`config.mk`:
```
export PLATFORM = sky130hd
export DESIGN_NAME = htwd_queue
export DESIGN_NICKNAME = d
export VERILOG_FILES = /design/src/sv/htwd_pkg.sv /design/src/sv/htwd_queue.sv
export VERILOG_INCLUDE_DIRS = /design/src /design/src/sv
export SDC_FILE = /design/constraint.sdc
export NUM_CORES = 1
export LEC_CHECK = 0
export ABC_AREA = 1
export BUFFER_PORTS_ARGS = -buffer_cell sky130_fd_sc_hd__buf_4
export CAP_MARGIN = 10
export CORE_MARGIN = 3
export CORE_UTILIZATION = 52
export DETAILED_ROUTE_END_ITERATION = 7
export GPL_TIMING_DRIVEN = 0
export PLACE_DENSITY = 0.78
export SYNTH_ARGS = -nofsm -noshare
export SYNTH_HDL_FRONTEND = slang
export SYNTH_SLANG_ARGS = --single-unit
```
`constraint.sdc`:
```
create_clock -name clk -period 4.9 [get_ports clk]
set_input_delay 0.98 -clock clk [delete_from_list [all_inputs] [get_ports clk]]
set_output_delay 0.98 -clock clk [all_outputs]
set_load 0.03 [all_outputs]
```
`src/sv/assert_macros.svh`:
```
// Assertion macros shared by the tree-walk decoder RTL.
`ifndef ASSERT_MACROS_SVH
`define ASSERT_MACROS_SVH

// Plain property, checked on every rising clock edge outside reset.
`define HTWD_ASSERT(lbl, prop, msg) \
	lbl: assert property (@(posedge clk) disable iff (!arst_n) (prop)) else $error(msg);

// Same-cycle implication, checked outside reset.
`define HTWD_ASSERT_IMP(lbl, ante, cons, msg) \
	lbl: assert property (@(posedge clk) disable iff (!arst_n) (ante) |-> (cons)) \
		else $error(msg);

`endif

```
`src/sv/htwd_pkg.sv`:
```
// Types and constants of the tree-walk decoder.
`timescale 1ns / 1ps
`default_nettype none
package htwd_pkg;

	// Field widths of the request and result items
	localparam int unsigned IDX_W   = 9;
	localparam int unsigned SYM_W   = 8;
	localparam int unsigned CNT_W   = 32;
	localparam int unsigned BYTE_W  = 8;
	localparam int unsigned IDX_SPAN = 1 << IDX_W;

	// Request type codes on the input channel
	localparam logic [1:0] REQ_WRITE = 2'd0;
	localparam logic [1:0] REQ_START = 2'd1;
	localparam logic [1:0] REQ_BYTE  = 2'd2;

	// Command queue geometry
	localparam int unsigned QUEUE_DEPTH = 2;
	localparam int unsigned QPTR_W      = 1;
	localparam int unsigned QFILL_W     = 2;

	// Walk step counter: one setup step, then one step per code bit
	localparam int unsigned STEP_W    = 4;
	localparam logic [STEP_W-1:0] STEP_LAST = STEP_W'(BYTE_W);

	// One node of the code tree, packed as stored
	typedef struct packed {
		logic [SYM_W-1:0] symbol;
		logic             leaf;
		logic [IDX_W-1:0] right;
		logic [IDX_W-1:0] left;
	} htwd_node_t;

	// Command kinds after classification
	typedef enum logic [1:0] {
		OP_WRITE,
		OP_START,
		OP_BYTE
	} htwd_op_t;

	// Command carried from the front end to the walker
	typedef struct packed {
		htwd_op_t          op;
		logic [IDX_W-1:0]  idx;
		htwd_node_t        entry;
		logic [CNT_W-1:0]  count;
		logic [BYTE_W-1:0] code;
	} htwd_cmd_t;

	// Walker states
	typedef enum logic [1:0] {
		BK_IDLE,
		BK_WALK,
		BK_FLUSH
	} htwd_state_t;

endpackage
`default_nettype wire

```
`src/sv/htwd_queue.sv`:
```
// Short command queue between the front end and the walker.
`timescale 1ns / 1ps
`default_nettype none
`include "assert_macros.svh"
module htwd_queue import htwd_pkg::*; (
	input  logic      clk,
	input  logic      arst_n,
	input  logic      push,
	input  htwd_cmd_t push_cmd,
	output logic      can_take,
	input  logic      pop,
	output logic      has_cmd,
	output htwd_cmd_t head_cmd
);

	htwd_cmd_t            slot_q [QUEUE_DEPTH];
	logic [QPTR_W-1:0]    wr_ptr_q;
	logic [QPTR_W-1:0]    rd_ptr_q;
	logic [QFILL_W-1:0]   fill_q;

	assign can_take = (fill_q != QFILL_W'(QUEUE_DEPTH));
	assign has_cmd  = (fill_q != '0);
	assign head_cmd = slot_q[rd_ptr_q];

	// Advance pointers and fill count
	always_ff @(posedge clk or negedge arst_n) begin
		if (!arst_n) begin
			wr_ptr_q <= '0;
			rd_ptr_q <= '0;
			fill_q   <= '0;
		end else begin
			if (push) begin
				wr_ptr_q <= wr_ptr_q + QPTR_W'(1);
			end
			if (pop) begin
				rd_ptr_q <= rd_ptr_q + QPTR_W'(1);
			end
			if (push && !pop) begin
				fill_q <= fill_q + QFILL_W'(1);
			end else if (pop && !push) begin
				fill_q <= fill_q - QFILL_W'(1);
			end
		end
	end

	// Store the pushed command
	always_ff @(posedge clk) begin
		if (push) begin
			slot_q[wr_ptr_q] <= push_cmd;
		end
	end

	`HTWD_ASSERT(a_q_no_overflow, !(push && !can_take), "push into a full command queue")
	`HTWD_ASSERT(a_q_no_underflow, !(pop && !has_cmd), "pop from an empty command queue")
	`HTWD_ASSERT_IMP(a_q_ptr_gap, fill_q == '0, wr_ptr_q == rd_ptr_q,
		"empty queue with pointers apart")

endmodule
`default_nettype wire

```
==> flow_summary.ini <==
[run_status]
run_status = complete, no violations

[floorplan]
die_h_um = 112.3
floorplan.die_area_um2 = 12600
core_um2 = 10940
placement_rows = 38
initial_utilization = 0.5368
chipWidth_um = 112.3
design.portCount = 162

[cells_and_area]
nFillCells = 720
regArea_um2 = 4785
areaGrowthSynthToFinish_pct = 34.19
antenna_cells_inserted = 0
multi_input_comb_area_um2 = 1003
design.final.nets = 534
post_route_cells_drive_above_1_share = 0.6017
fin_cells = 602
final_design_area_no_fill_um2 = 7878

[global_route]
number_of_global_route_vias_before_repair = 3387
grt.overflow.total = 0
grt_first_pass_wirelength_mm = 16.79
grt_antenna_before_repair = 0
grt_start_max_net_pins = 43
grt_use_total = 0.1761

[yosys]
most_frequent_cells_after_synthesis = sky130_fd_sc_hd__edfxtp_1 (156), sky130_fd_sc_hd__mux2_2 (68), sky130_fd_sc_hd__mux2_4 (10), sky130_fd_sc_hd__inv_1 (7), sky130_fd_sc_hd__nand2_1 (7)
synth-edff-count = 156
dominant_combinational_cell_family_by_area_after_synthesis = multiplexers
postSynthCellCount = 268
ys_ff_latch = 160
synth-compound-area-share = 0
synth.most_common_cell = sky130_fd_sc_hd__edfxtp_1
synthSimpleGateAreaFrac = 0.007033
parity_gate_share_of_the_synthesized_area_counting_xor_and_xnor_cells = 0.004476
ys_seq_area_frac = 0.8150
post-synth-top-area-fraction = 0.7980
synth.top_cells.by_area = sky130_fd_sc_hd__edfxtp_1 (80%), sky130_fd_sc_hd__mux2_2 (13%), sky130_fd_sc_hd__mux2_4 (2.6%)
most_frequently_used_flop_master_after_synthesis = sky130_fd_sc_hd__edfxtp_1
synth.avg_cell_area_um2 = 21.91
mappedNetlistArea_um2 = 5871
synth_warnings = 0
synth_fp_nets = 351
synth_area_leader_cell = sky130_fd_sc_hd__edfxtp_1
post_synth_num_cell_types = 14
postSynth.asyncResetShare = 0.02500
synth-adder-area-share = 0.002131
synth_mux_area_frac = 0.1560

[timing]
max_slew_margin = 0.4356
setup_violations = 0
timing.final.ws_setup_ns = 2.199
rsz_0062_raised_after_global_routing = no
final.setup.tns_ns = 0
hold_viol_final = 0
whs_ns = 0.3578
timing.fmax_ghz = 0.3702
fin_worst_skew_ns = 0.006246
worstMarginPinSlew_ns = 0.8446
layout_worst_path_cycle_share = 0.5512
finalMaxSlewViolations = 0
timing.final.crit_period_ns = 2.701

[place]
placed_cells = 572
dp_worst_setup_slack_ns = 2.444
post_dp_cell_area_um2 = 7325
port_buffers = 161
detailed_placer_s_ending_hpwl_mm = 7.307
place.gp.congestion = 0.7165

[worst_hold_path]
hp-class = primary input to async pin

[critical_path]
crit_path_max_fanout = 10
critPathArrivalTime_ns = 1.72
worst_path_most_repeated_cell = sky130_fd_sc_hd__buf_6
critical_path.max_stage_delay_ns = 0.34
critPathKind = flop to primary output
crit_slowest_cell = sky130_fd_sc_hd__dfrtp_1
timing.critical_path.cells = buf_6 > buf_6 > buf_6 > mux2_4 > buf_4
critPathLaunchType = flop
endpoint_kind = primary output
timing.critical_path.required_ns = 3.92

[clocking]
clk_root_buffer_cell = sky130_fd_sc_hd__clkbuf_16
clkLatencyLatePin_ns = 0.41
numClockSinks = 160
cts_hold_buf = 0
cts_repair_resize_count = 0
post_cts_buffers = 0
cts_tree = yes
cts_made_buffers = 17
cts_max_path_buffers = 2
htree_levels = 4
clkTransAtPathRegs_ns = 0.06

[drt]
dr_total_vias = 3078
drc = 0
drt-initial-drc-count = 190
first_pass_iters = 4
via_per_inst = 5.113
final_routed_wire_length_divided_by_cell_count_um = 17.64
drt-total-wl_mm = 10.62
route.antenna.remaining_nets = 0

[power_and_ir_drop]
ir_drop_mv = 0.3161
power.density_nw_per_um2 = 632.2
p_leak_nw = 3.035

[flow_run]
max_cap_viol_count = 0
==> cell families after synthesis <==
logic type	after synthesis
mux	78
fa+ha+maj	1
simple gates	10
xor+xnor	3
buf+inv	16
flops	160
==> final cells by class <==
cell class,instances,area share
Inverter,7,0.003653
Buffer,9,0.008100
Multi-Input combinational cell,92,0.1274
Timing Repair Buffer,164,0.1611
Sequential cell,160,0.6074
Tap cell,140,0.02224
Clock inverter,10,0.01477
Clock buffer,20,0.05543
==> per-stage QoR <==
step,power [mW],utilization
2_1_floorplan,3.148,-
3_3_place_gp,3.773,0.6634
3_5_place_dp,3.805,0.6698
4_1_cts,5.035,0.7204
5_1_grt,5.209,0.7204
6_report,4.980,0.7204
==> registers in the layout, indices dropped and copies added (netlist names) <==
signal / flops
wr_ptr_q: 1
slot_q: 156
fill_q: 2
rd_ptr_q: 1
==> critical path: cells and delay by family, from the launching register on <==
family,cells,cell delay (ns)
mux,1,0.31
buf+inv,4,0.66
flops,1,0.34
==> path summary, 6_finish.rpt <==
check | start | end | slack [ns] | cells after the start
hold reg to reg | fill_q[0]$_DFFE_PN0P_ | fill_q[0]$_DFFE_PN0P_ | 0.52 | 1
hold / removal | arst_n | fill_q[1]$_DFFE_PN0P_ | 0.36 | 1
max in group asynchronous | arst_n | wr_ptr_q$_DFFE_PN0P_ | 4.43 | 1
min in group clk | fill_q[0]$_DFFE_PN0P_ | fill_q[0]$_DFFE_PN0P_ | 0.52 | 1
setup / recovery | rd_ptr_q$_DFFE_PN0P_ | head_cmd[46] | 2.20 | 5
setup reg to reg | wr_ptr_q$_DFFE_PN0P_ | slot_q[0][24]$_DFFE_PP_ | 3.19 | 2
==> where the power goes <==
part	switching, mW	leakage [nW]	internal, mW
clock network	0.484	0.257	0.742
registers	0.0654	1.51	1.82
logic	1.10	1.27	0.774
total	1.65	3.03	3.33
==> routing by layer <==
metal  share of wire  vias up  wire length, um  GRT usage
li1                -     1418                -          -
met1            0.39     1523             4143     0.2147
met2            0.52      123             5483     0.2940
met3           0.082       14              873    0.06739
met4           0.011        0              118    0.05369
met5               0        -                0          0
==> placed cells by master (no fill, tap or decap), types with 3 or more instances in the layout <==
cell / count
sky130_fd_sc_hd__buf_4: 161
sky130_fd_sc_hd__edfxtp_1: 156
sky130_fd_sc_hd__mux2_2: 68
sky130_fd_sc_hd__clkbuf_16: 17
sky130_fd_sc_hd__mux2_4: 10
sky130_fd_sc_hd__nand2_1: 7
sky130_fd_sc_hd__buf_2: 6
sky130_fd_sc_hd__inv_1: 6
sky130_fd_sc_hd__dfrtp_1: 4
sky130_fd_sc_hd__buf_6: 3
sky130_fd_sc_hd__clkinvlp_4: 3
sky130_fd_sc_hd__clkbuf_1: 3
sky130_fd_sc_hd__clkinv_4: 3
sky130_fd_sc_hd__buf_12: 3
(Power assumes the default switching activity.)
